### config.mk
export PLATFORM = sky130hd
export DESIGN_NAME = depth_range_to_colormap_core
export DESIGN_NICKNAME = d
export VERILOG_FILES = /design/src/hw/rtl/drc_pkg.sv /design/src/hw/rtl/depth_range_to_colormap_core.sv /design/src/hw/rtl/drc_front.sv /design/src/hw/rtl/drc_queue.sv /design/src/hw/rtl/drc_back.sv
export SDC_FILE = /design/constraint.sdc
export NUM_CORES = 1
export LEC_CHECK = 0
export BUFFER_PORTS_ARGS = -buffer_cell sky130_fd_sc_hd__buf_2
export CAP_MARGIN = 0
export CORE_MARGIN = 1
export CORE_UTILIZATION = 50
export CTS_CLUSTER_SIZE = 10
export DETAILED_ROUTE_END_ITERATION = 10
export PLACE_DENSITY = 0.72
export SLEW_MARGIN = 20
export SYNTH_ARGS = -nofsm -noshare
export SYNTH_HDL_FRONTEND = slang
export SYNTH_SLANG_ARGS = --single-unit
### constraint.sdc
create_clock -name clk -period 5 [get_ports clk]
set_input_delay 0.5 -clock clk [delete_from_list [all_inputs] [get_ports clk]]
set_output_delay 0.5 -clock clk [all_outputs]
set_load 0.01 [all_outputs]
### src/hw/rtl/drc_pkg.sv
package drc_pkg;

    localparam int DEPTH_BITS_DEFAULT    = 16;
    localparam int FRACTION_BITS_DEFAULT = 16;
    localparam int DEPTH_PORT_BITS       = 16;
    localparam int QUEUE_DEPTH           = 4;

    typedef logic [1:0] op_t;

    localparam op_t OP_START   = 2'd0;
    localparam op_t OP_MEASURE = 2'd1;
    localparam op_t OP_COLOR   = 2'd2;

    typedef logic [1:0] kind_t;

    localparam kind_t KIND_BLANK  = 2'd0;
    localparam kind_t KIND_LOW    = 2'd1;
    localparam kind_t KIND_HIGH   = 2'd2;
    localparam kind_t KIND_DIVIDE = 2'd3;

endpackage

### src/hw/rtl/depth_range_to_colormap_core.sv
// Colors a depth frame with a jet ramp scaled to the frame's own depth range. Stream each
// frame twice: a start transaction (operation 0) clears the range, measure transactions
// (operation 1) track the smallest and largest nonzero depth, and color transactions
// (operation 2) each return one RGBA pixel; code 3 is dropped. Start and measure
// transactions are taken one per clock while the queue is not full. A color transaction
// is classified on entry and waits in a 4-entry queue for the back end, which loads it,
// runs its restoring divider at one fraction bit per cycle when the depth lies strictly
// inside the range, then forms the color into the output register once that register is
// free or being popped, and only then takes the next one. Invalid, flat or clamped pixels
// skip the divider. full rises once the queue holds 4 color transactions. The depth range is
// sampled when the color transaction enters, so measure and color passes may overlap.
module depth_range_to_colormap_core #(
    parameter int DEPTH_BITS    = drc_pkg::DEPTH_BITS_DEFAULT,
    parameter int FRACTION_BITS = drc_pkg::FRACTION_BITS_DEFAULT
) (
    input  logic                                clk,
    input  logic                                rst_n,
    input  logic                                push,
    output logic                                full,
    input  logic [1:0]                          operation,
    input  logic [drc_pkg::DEPTH_PORT_BITS-1:0] depth,
    output logic                                empty,
    input  logic                                pop,
    output logic [7:0]                          red,
    output logic [7:0]                          green,
    output logic [7:0]                          blue,
    output logic [7:0]                          alpha
);

    localparam int ITEM_BITS = 2 * DEPTH_BITS + 2;

    logic                 accept;
    logic                 item_push;
    logic [ITEM_BITS-1:0] item_data;
    logic [ITEM_BITS-1:0] queue_data;
    logic                 queue_empty;
    logic                 item_pop;

    assign accept = push && !full;

    drc_front #(
        .DEPTH_BITS (DEPTH_BITS)
    ) u_front (
        .clk       (clk),
        .rst_n     (rst_n),
        .accept    (accept),
        .operation (operation),
        .depth     (depth),
        .item_push (item_push),
        .item_data (item_data)
    );

    drc_queue #(
        .WIDTH (ITEM_BITS)
    ) u_queue (
        .clk       (clk),
        .rst_n     (rst_n),
        .push      (item_push),
        .push_data (item_data),
        .pop       (item_pop),
        .pop_data  (queue_data),
        .full      (full),
        .empty     (queue_empty)
    );

    drc_back #(
        .DEPTH_BITS    (DEPTH_BITS),
        .FRACTION_BITS (FRACTION_BITS)
    ) u_back (
        .clk        (clk),
        .rst_n      (rst_n),
        .item_ready (!queue_empty),
        .item_data  (queue_data),
        .item_pop   (item_pop),
        .pop        (pop),
        .empty      (empty),
        .red        (red),
        .green      (green),
        .blue       (blue),
        .alpha      (alpha)
    );

endmodule

### src/hw/rtl/drc_front.sv
module drc_front #(
    parameter int DEPTH_BITS = drc_pkg::DEPTH_BITS_DEFAULT
) (
    input  logic                                   clk,
    input  logic                                   rst_n,
    input  logic                                   accept,
    input  drc_pkg::op_t                           operation,
    input  logic [drc_pkg::DEPTH_PORT_BITS-1:0]    depth,
    output logic                                   item_push,
    output logic [2*DEPTH_BITS+1:0]                item_data
);

    logic [DEPTH_BITS-1:0] d;
    logic [DEPTH_BITS-1:0] range_low_reg;
    logic [DEPTH_BITS-1:0] range_low_next;
    logic [DEPTH_BITS-1:0] range_high_reg;
    logic [DEPTH_BITS-1:0] range_high_next;
    drc_pkg::kind_t        kind;

    genvar i;
    generate
        for (i = 0; i < DEPTH_BITS; i++)
        begin : g_depth
            if (i < drc_pkg::DEPTH_PORT_BITS)
            begin : g_bit
                assign d[i] = depth[i];
            end
            else
            begin : g_zero
                assign d[i] = 1'b0;
            end
        end
    endgenerate

    // range tracking over nonzero depths
    always_comb
    begin
        range_low_next  = range_low_reg;
        range_high_next = range_high_reg;
        if (accept)
        begin
            case (operation)
                drc_pkg::OP_START:
                begin
                    range_low_next  = '1;
                    range_high_next = '0;
                end
                drc_pkg::OP_MEASURE:
                begin
                    if (d != '0)
                    begin
                        if (d < range_low_reg)
                        begin
                            range_low_next = d;
                        end
                        if (d > range_high_reg)
                        begin
                            range_high_next = d;
                        end
                    end
                end
                default:
                begin
                    range_low_next  = range_low_reg;
                    range_high_next = range_high_reg;
                end
            endcase
        end
    end

    always_ff @(posedge clk or negedge rst_n)
    begin
        if (!rst_n)
        begin
            range_low_reg  <= '1;
            range_high_reg <= '0;
        end
        else
        begin
            range_low_reg  <= range_low_next;
            range_high_reg <= range_high_next;
        end
    end

    // classify color transactions
    always_comb
    begin
        if (d == '0 || range_high_reg <= range_low_reg)
        begin
            kind = drc_pkg::KIND_BLANK;
        end
        else if (d <= range_low_reg)
        begin
            kind = drc_pkg::KIND_LOW;
        end
        else if (d >= range_high_reg)
        begin
            kind = drc_pkg::KIND_HIGH;
        end
        else
        begin
            kind = drc_pkg::KIND_DIVIDE;
        end
    end

    assign item_push = accept && (operation == drc_pkg::OP_COLOR);
    assign item_data = {kind, d - range_low_reg, range_high_reg - range_low_reg};

endmodule

### src/hw/rtl/drc_queue.sv
module drc_queue #(
    parameter int WIDTH = 34
) (
    input  logic             clk,
    input  logic             rst_n,
    input  logic             push,
    input  logic [WIDTH-1:0] push_data,
    input  logic             pop,
    output logic [WIDTH-1:0] pop_data,
    output logic             full,
    output logic             empty
);

    localparam int PTR_BITS = $clog2(drc_pkg::QUEUE_DEPTH);
    localparam int CNT_BITS = $clog2(drc_pkg::QUEUE_DEPTH + 1);

    logic [WIDTH-1:0]    entry_reg [drc_pkg::QUEUE_DEPTH];
    logic [PTR_BITS-1:0] wr_ptr_reg;
    logic [PTR_BITS-1:0] wr_ptr_next;
    logic [PTR_BITS-1:0] rd_ptr_reg;
    logic [PTR_BITS-1:0] rd_ptr_next;
    logic [CNT_BITS-1:0] count_reg;
    logic [CNT_BITS-1:0] count_next;
    logic                do_push;
    logic                do_pop;

    assign full    = (count_reg == CNT_BITS'(drc_pkg::QUEUE_DEPTH));
    assign empty   = (count_reg == '0);
    assign do_push = push && !full;
    assign do_pop  = pop && !empty;

    always_comb
    begin
        wr_ptr_next = wr_ptr_reg;
        rd_ptr_next = rd_ptr_reg;
        count_next  = count_reg;
        if (do_push)
        begin
            wr_ptr_next = (wr_ptr_reg == PTR_BITS'(drc_pkg::QUEUE_DEPTH - 1)) ? '0
                                                                              : wr_ptr_reg + 1'b1;
        end
        if (do_pop)
        begin
            rd_ptr_next = (rd_ptr_reg == PTR_BITS'(drc_pkg::QUEUE_DEPTH - 1)) ? '0
                                                                              : rd_ptr_reg + 1'b1;
        end
        if (do_push && !do_pop)
        begin
            count_next = count_reg + 1'b1;
        end
        else if (do_pop && !do_push)
        begin
            count_next = count_reg - 1'b1;
        end
    end

    always_ff @(posedge clk or negedge rst_n)
    begin
        if (!rst_n)
        begin
            wr_ptr_reg <= '0;
            rd_ptr_reg <= '0;
            count_reg  <= '0;
        end
        else
        begin
            wr_ptr_reg <= wr_ptr_next;
            rd_ptr_reg <= rd_ptr_next;
            count_reg  <= count_next;
        end
    end

    always_ff @(posedge clk)
    begin
        if (do_push)
        begin
            entry_reg[wr_ptr_reg] <= push_data;
        end
    end

    assign pop_data = entry_reg[rd_ptr_reg];

endmodule

### src/hw/rtl/drc_back.sv
module drc_back #(
    parameter int DEPTH_BITS    = drc_pkg::DEPTH_BITS_DEFAULT,
    parameter int FRACTION_BITS = drc_pkg::FRACTION_BITS_DEFAULT
) (
    input  logic                      clk,
    input  logic                      rst_n,
    input  logic                      item_ready,
    input  logic [2*DEPTH_BITS+1:0]   item_data,
    output logic                      item_pop,
    input  logic                      pop,
    output logic                      empty,
    output logic [7:0]                red,
    output logic [7:0]                green,
    output logic [7:0]                blue,
    output logic [7:0]                alpha
);

    localparam int F        = FRACTION_BITS;
    localparam int XW       = F + 3;
    localparam int CW       = $clog2(F + 1);
    localparam int UNIT_INT = 1 << F;
    localparam logic signed [XW-1:0] Q1     = XW'(UNIT_INT / 4);
    localparam logic signed [XW-1:0] Q3     = XW'((UNIT_INT * 3) / 4);
    localparam logic signed [XW-1:0] NEG_Q1 = XW'(-(UNIT_INT / 4));
    localparam logic signed [XW-1:0] NEG_Q3 = XW'(-((UNIT_INT * 3) / 4));
    localparam logic signed [XW-1:0] HALF   = XW'(UNIT_INT / 2);

    localparam logic [1:0] ST_IDLE   = 2'd0;
    localparam logic [1:0] ST_DIVIDE = 2'd1;
    localparam logic [1:0] ST_COLOR  = 2'd2;

    function automatic logic [7:0] channel_of(input logic signed [XW-1:0] x);
        logic signed [XW-1:0] tmp;
        logic [F:0]           t;
        logic [F+8:0]         p;
        tmp = '0;
        t   = '0;
        p   = '0;
        if (x <= NEG_Q3)
        begin
            return 8'd0;
        end
        else if (x <= NEG_Q1)
        begin
            tmp = (x + Q3) <<< 1;
        end
        else if (x <= Q1)
        begin
            return 8'hFF;
        end
        else if (x <= Q3)
        begin
            tmp = (Q3 - x) <<< 1;
        end
        else
        begin
            return 8'd0;
        end
        t = tmp[F:0];
        p = {t, 8'd0} - {8'd0, t};
        return p[F+7:F];
    endfunction

    drc_pkg::kind_t        kind;
    logic [DEPTH_BITS-1:0] num;
    logic [DEPTH_BITS-1:0] den;

    logic [1:0]            state_reg;
    logic [1:0]            state_next;
    logic [F:0]            v_reg;
    logic [F:0]            v_next;
    logic [DEPTH_BITS-1:0] rem_reg;
    logic [DEPTH_BITS-1:0] rem_next;
    logic [DEPTH_BITS-1:0] den_reg;
    logic [DEPTH_BITS-1:0] den_next;
    logic [CW-1:0]         cnt_reg;
    logic [CW-1:0]         cnt_next;
    logic                  blank_reg;
    logic                  blank_next;
    logic                  out_valid_reg;
    logic                  out_valid_next;
    logic [7:0]            red_reg;
    logic [7:0]            green_reg;
    logic [7:0]            blue_reg;
    logic [7:0]            alpha_reg;
    logic                  out_load;
    logic [DEPTH_BITS:0]   shifted;
    logic                  take;
    logic signed [XW-1:0]  xv;

    assign {kind, num, den} = item_data;

    assign shifted  = {rem_reg, 1'b0};
    assign take     = (shifted >= {1'b0, den_reg});
    assign item_pop = (state_reg == ST_IDLE) && item_ready;
    assign out_load = (state_reg == ST_COLOR) && (!out_valid_reg || pop);
    assign xv       = signed'({2'b00, v_reg});

    always_comb
    begin
        state_next = state_reg;
        v_next     = v_reg;
        rem_next   = rem_reg;
        den_next   = den_reg;
        cnt_next   = cnt_reg;
        blank_next = blank_reg;
        case (state_reg)
            ST_IDLE:
            begin
                if (item_ready)
                begin
                    blank_next = (kind == drc_pkg::KIND_BLANK);
                    rem_next   = num;
                    den_next   = den;
                    cnt_next   = CW'(F);
                    v_next     = '0;
                    state_next = ST_COLOR;
                    case (kind)
                        drc_pkg::KIND_HIGH:
                        begin
                            v_next = {1'b1, {F{1'b0}}};
                        end
                        drc_pkg::KIND_DIVIDE:
                        begin
                            state_next = ST_DIVIDE;
                        end
                        default:
                        begin
                            v_next = '0;
                        end
                    endcase
                end
            end
            ST_DIVIDE:
            begin
                // restoring division, one quotient bit a cycle
                rem_next = take ? DEPTH_BITS'(shifted - {1'b0, den_reg})
                                : shifted[DEPTH_BITS-1:0];
                v_next   = {v_reg[F-1:0], take};
                cnt_next = cnt_reg - 1'b1;
                if (cnt_reg == CW'(1))
                begin
                    state_next = ST_COLOR;
                end
            end
            ST_COLOR:
            begin
                if (out_load)
                begin
                    state_next = ST_IDLE;
                end
            end
            default:
            begin
                state_next = ST_IDLE;
            end
        endcase
    end

    always_comb
    begin
        out_valid_next = out_valid_reg;
        if (pop && out_valid_reg)
        begin
            out_valid_next = 1'b0;
        end
        if (out_load)
        begin
            out_valid_next = 1'b1;
        end
    end

    always_ff @(posedge clk or negedge rst_n)
    begin
        if (!rst_n)
        begin
            state_reg     <= ST_IDLE;
            out_valid_reg <= 1'b0;
        end
        else
        begin
            state_reg     <= state_next;
            out_valid_reg <= out_valid_next;
        end
    end

    always_ff @(posedge clk)
    begin
        v_reg     <= v_next;
        rem_reg   <= rem_next;
        den_reg   <= den_next;
        cnt_reg   <= cnt_next;
        blank_reg <= blank_next;
        if (out_load)
        begin
            if (blank_reg)
            begin
                red_reg   <= 8'd0;
                green_reg <= 8'd0;
                blue_reg  <= 8'd0;
                alpha_reg <= 8'd0;
            end
            else
            begin
                red_reg   <= channel_of(xv - HALF);
                green_reg <= channel_of(xv);
                blue_reg  <= channel_of(xv + HALF);
                alpha_reg <= 8'hFF;
            end
        end
    end

    assign empty = !out_valid_reg;
    assign red   = red_reg;
    assign green = green_reg;
    assign blue  = blue_reg;
    assign alpha = alpha_reg;

endmodule

# ---- Word-level counts from Yosys, hierarchy flattened
# Memories as Yosys holds them, arrays and structs flattened.
# Cells that the tools add are included.
dict set report totals {
  register_bits 129
  mem_bits_rw 136
  inputBits 22
  wordCells 184
  memories 1
}
# memory words width read_ports rd_ports_with_merged_regs wr line_no
set memory_table {}
lappend memory_table {u_queue.entry_reg 4 34 1 0 1 drc_queue.sv:17} ;# logic [WIDTH-1:0] entry_reg [drc_pkg::QUEUE_DEPTH];
dict set report op_classes {
  addsub 19
  n_lt_le_gt_ge 18
  eq_ne 16
  mux 82
  n_bitwise 1
  n_reduce_logical 31
}
# cell n
set ops {}
lappend ops {{17-bit 2-to-1 mux} 20}
lappend ops {{8-bit 2-to-1 mux} 16}
lappend ops {{16-bit 2-to-1 mux} 6}
lappend ops {{16-bit case mux with 2 select lines} 3}
lappend ops {{24-bit by 17-bit subtractor with 24-bit output} 3}
lappend ops {{18-bit by 15-bit <= comparator with 1-bit output (second input constant)} 3}
lappend ops {{18-bit by 17-bit <= comparator with 1-bit output (second input constant)} 3}
lappend ops {{16-bit subtractor} 3}
lappend ops {{18-bit by 16-bit <= comparator with 1-bit output (second input constant)} 2}
lappend ops {{17-bit case mux with 2 select lines} 1}
lappend ops {{16-bit by 15-bit adder with 16-bit output (second input constant)} 2}
lappend ops {{16-bit <= comparator} 2}
lappend ops {{15-bit by 16-bit subtractor with 16-bit output (first input constant)} 2}
lappend ops {{1-bit 2-to-1 mux} 23}
lappend ops {{19-bit by 15-bit <= comparator with 1-bit output (second input constant)} 1}
lappend ops {{19-bit by 17-bit <= comparator with 1-bit output (second input constant)} 1}
lappend ops {{17-bit by 16-bit adder with 18-bit output (second input constant)} 1}
lappend ops {{17-bit by 16-bit subtractor with 18-bit output (second input constant)} 1}
lappend ops {{17-bit by 16-bit greater-or-equal comparator with 1-bit output} 1}
lappend ops {{17-bit by 15-bit <= comparator with 1-bit output (second input constant)} 1}
lappend ops {{17-bit by 16-bit <= comparator with 1-bit output (second input constant)} 1}
lappend ops {{16-bit adder (second input constant)} 1}
lappend ops {{16-bit greater-or-equal comparator} 1}
lappend ops {{16-bit greater-than comparator} 1}
lappend ops {{other kinds (29)} 68}

# ---- Logic depth before layout (Yosys ltp)
dict set report logic_depth {
  depth_word 10
  ltp_mapped 19
  ltp_nobuf 17
}

# ---- Hierarchy
# Synthesis repeated with hierarchy kept, for this count alone.
dict set report hier_totals {
  cells_unflattened 1251
  area_unflattened_um2 15069.5
}
# mod n_inst cells_each area_each_um2 seq_area_each_um2
set by_module_without_submodules {}
lappend by_module_without_submodules {drc_back 1 669 6346.1 2477.4}
lappend by_module_without_submodules {drc_queue 1 215 5392.7 4259.1}
lappend by_module_without_submodules {drc_front 1 365 3313.2 820.8}
lappend by_module_without_submodules {depth_range_to_colormap_core 1 2 17.5 0.0}

# ---- Worst setup path before layout
# No wires, ideal clock.
dict set report synth_timing {
  path_type {register to register}
  from {reg u_back.v_reg[0]}
  to {reg u_back.red_reg[3] (netlist: u_back.red[3]) (data pin)}
  setup_ns 0.269
  arrival_ns 4.250
  t_required_ns 4.731
  setup_slack_ns 0.481
  path_stages_with_launch 19
  n_path_buf 2
  synth_period_minus_slack_ns 4.519
  cell_sequence {edfxtp_1 -> clkbuf_1 -> inv_1 -> ha_1 -> nor4b_2 -> nand4_1 -> and2_1 -> buf_1 -> a21oi_2 -> nand2_1 -> ha_1 -> a21o_1 -> a211o_1 -> o211ai_1 -> a21oi_1 -> or3_1 -> o21ai_1 -> and4_1 -> o31ai_1}
}
dict set report synth_between {
  elab_chain_cells 10
  elab_cells_between_ends 24
  classes_between {4 x add/sub; 4 x order compare; 16 x mux}
}
# element line_no
set synth_rtl {}
lappend synth_rtl {{start, declared} drc_back.sv:70} ;# logic [F:0] v_reg;
lappend synth_rtl {{start signal, assigned} drc_back.sv:189} ;# v_reg <= v_next;
lappend synth_rtl {{17-bit by 16-bit subtractor with 18-bit output (*)} drc_back.sv:205} ;# red_reg <= channel_of(xv - HALF);
lappend synth_rtl {{15-bit by 16-bit subtractor with 16-bit output or 18-bit by 17-bit <= comparator with 1-bit output (tied branches)} {drc_back.sv:53, drc_back.sv:51}}
lappend synth_rtl {{17-bit 2-to-1 mux} drc_back.sv:51} ;# else if (x <= Q3)
lappend synth_rtl {{17-bit 2-to-1 mux} drc_back.sv:47} ;# else if (x <= Q1)
lappend synth_rtl {{17-bit 2-to-1 mux} drc_back.sv:43} ;# else if (x <= NEG_Q1)
lappend synth_rtl {{17-bit 2-to-1 mux} drc_back.sv:39} ;# if (x <= NEG_Q3)
lappend synth_rtl {{17-bit 2-to-1 mux} drc_back.sv:196} ;# if (blank_reg)
lappend synth_rtl {{17-bit 2-to-1 mux} drc_back.sv:194} ;# if (out_load)
lappend synth_rtl {{24-bit by 17-bit subtractor with 24-bit output} drc_back.sv:60} ;# p = {t, 8'd0} - {8'd0, t};
lappend synth_rtl {{8-bit 2-to-1 mux (*)} drc_back.sv:59} ;# t = tmp[F:0];
lappend synth_rtl {{end signal, assigned} drc_back.sv:205}
lappend synth_rtl {{end, declared} drc_back.sv:82} ;# logic [7:0] red_reg;
# Every way passes the cells marked *; elsewhere a longest branch is shown, timed or not. The select of a mux whose other input is x is not followed.
# A chain may end at the register's enable or synchronous reset.

# ---- Worst setup path after layout
dict set report layout_timing {
  from {reg u_back.v_reg[1]}
  to {reg u_back.red_reg[3] (netlist: u_back.red[3]) (data pin)}
}
# Same word-level chain as after synthesis.

==> impl_metrics.yaml <==
place:
  dp_slack_ns: 0.460
  routabilityCongestion: 0.949
  post_dp_cell_area_sq_um: 16000
  dp.cells: 1760
  dpl.hpwl_microns: 24900
  port_buffers: 55
synth:
  yosys_warnings: 0
  yosysTopAreaCell: "edfxtp_1"
  ys_seq_area_share_pct: 49.8
  synth_area_leaders: "edfxtp_1 (43%), ha_1 (8.5%), mux4_2 (5.0%)"
  synth_flop_cell: "edfxtp_1"
  ys_types: 81
  synth_edf_count: 216
  syn_inst: 1322
  syn_area_per_cell_sq_um: 11.5
  synth_top_cell_area_share_pct: 42.8
  async_flop_share_pct: 16.3
  synth_seq_cells: 258
  synth_area_sq_um: 15200
  syn-num-nets: 1451
critical_path:
  path_max_fanout: 10
  cp.arrival_ns: 4.91
  crit_path_top_delay_cell: "or4b_2"
  path_class: "register to register"
  start_kind: "register"
  slowest_delay_ns: 0.61
  path_cells: "inv_1 -> ha_1 -> or4b_2 -> nor4_1 -> nor2_1 -> xor2_1 -> nand2_1 -> ha_1 -> nand4_1 -> nor2_1 -> and4_1 -> or3_1 -> o21ai_1 -> and4_1 -> o31ai_1"
  end_kind: "register"
  critPathRequiredTime_ns: 5.29
global_route:
  grt_use_total_pct: 22.1
  grt_first_pass_wirelength_microns: 54300
  grt_max_degree: 44
  grt_antenna_before_repair: 0
  overflow: 0
  grt_pass1_vias: 10400
floorplanning:
  core-area_sq_um: 29700
  dieWidth_microns: 176
  dieArea_sq_um: 31000
  rows: 63
  start_util_pct: 51.0
  io_pins: 56
  die_h_microns: 176
clocking:
  cts_resized: 0
  hold_buffers: 0
  tritoncts: "yes"
  clock_latency_ns: 0.57
  cts.sinks: 258
  clock_path_buffers: 3
  root_buffer: "clkbuf_16"
  numCtsBuffers: 31
  htree_num_levels: 1
  path_clk_slew_ns: 0.06
  post_cts_buffers: 0
final_layout:
  largest_reg_flops: 136
  fin_util_pct: 56.9
  drive_above_1_share_pct: 14.8
  final_area_sq_um: 16900
  layout.nets: 1532
  nFillCells: 2455
  final_common_cell: "edfxtp_1"
  syn_to_final_growth_pct: 11.5
  layout_common_cells: "edfxtp_1 (216), nand2_1 (110), ha_1 (103)"
  antenna_cells: 0
  stdcell_count: 1808
power:
  p_leak_nw: 6.73
  p_per_area_nw_per_um2: 749
  ir_drop_mv: 0.341
route:
  drc: 0
  drt_iter0_drc: 823
  wl_per_cell_microns: 18.7
  drt_wl_total_microns: 33700
  drt_pre_antenna_iters: 5
  postRouteAntennaNets: 0
  vias: 10700
  via_per_inst: 5.93
sta:
  max_freq_mhz: 217
  slew_viol_final: 0
  setup_ws_ns: 0.384
  setup-tns-final_ns: 0
  relSlewSlack_pct: 37.0
  worstMarginPinSlew_ns: 0.945
  skew_ns: 0.0140
  period_share_pct: 92.3
  period_minus_slack_ns: 4.62
  finalSetupViolCount: 0
  grt_setup_unrepaired: "false"
  finalHoldViolations: 0
status:
  outcome: "completed"
flow_run:
  cap_violations: 0
hold_path:
  hp-class: "primary input to asynchronous set/reset pin"
-- worst max-delay path: cells and delay by family, from the launching register on --
family / cells / cell delay (ns)
and+or+nand+nor: 9 / 2.31
DFF: 1 / 0.54
adders and majority gates: 2 / 0.49
AOI/OAI and AO/OA: 2 / 0.47
xor gates and xnor gates: 1 / 0.38
buffers and inverters: 1 / 0.14
-- Yosys cell counts (all sizes together), types with 16 or more instances --
cell / number
mux4: 34
nor3: 27
dfstp: 16
nand2b: 19
ha: 103
edfxtp: 216
nand2: 110
dfrtp: 26
xor2: 21
xnor2: 50
inv: 91
a21oi: 53
o31ai: 16
o22a: 16
o21ai: 53
a32o: 16
buf: 19
and2: 19
nand4: 28
nor2: 97
nand3: 30
a21o: 26
clkbuf: 29
-- final timing paths --
path	cells after the start	startpoint	to	slack (ns)
worst min-delay path	1	rst_n	u_front.range_high_reg[15]	0.08
worst max register to register	15	u_back.v_reg[1]	u_back.red[3]	0.38
worst max-delay path	15	u_back.v_reg[1]	u_back.red[3]	0.38
max in group asynchronous	1	rst_n	u_queue.rd_ptr_reg[0]	4.27
worst min register to register	1	u_queue.count_reg[2]	u_queue.count_reg[2]	0.49
min in group clk	2	pop	u_back.out_valid_reg	0.15
-- where the power goes --
group / switching, mW / internal, mW
Combinational: 4.19 / 2.89
Sequential: 0.317 / 3.27
Clock: 0.821 / 1.18
-- per-layer routing --
metal  wire [microns]  global-route usage (%)  part of all wire (%)
met1            15100                    29.5                    45
met2            16000                    36.9                    47
met3             1600                    2.91                   4.7
met4             1110                    8.04                   3.3
met5                0                       0                     0
-- cells by family after synthesis --
group | share of synthesized area, %
fa+ha+maj | 9.03
xor+xnor | 4.10
compound gates | 13.2
simple gates | 13.9
buf+inv | 3.78
flops | 49.8
mux | 6.12
-- cell type report --
type                       instances  area, sq um  area share, %
sequential                       258         7560           44.7
multi-input combinational        923         7040           41.6
timing repair buffer              96          583           3.45
tap                              390          488           2.89
clock inverter                     6         71.3          0.422
inverter                          93          349           2.06
clock buffer                      42          817           4.83
-- through the flow --
stage	total power [mW]	hold slack, ns
2_1_floorplan	8.81	0.204
3_3_place_gp	10.5	0.478
3_5_place_dp	10.6	0.489
4_1_cts	12.7	0.104
5_1_grt	13.6	0.153
6_report	12.7	0.0807
Note: power is estimated with default switching activity, not from simulation.
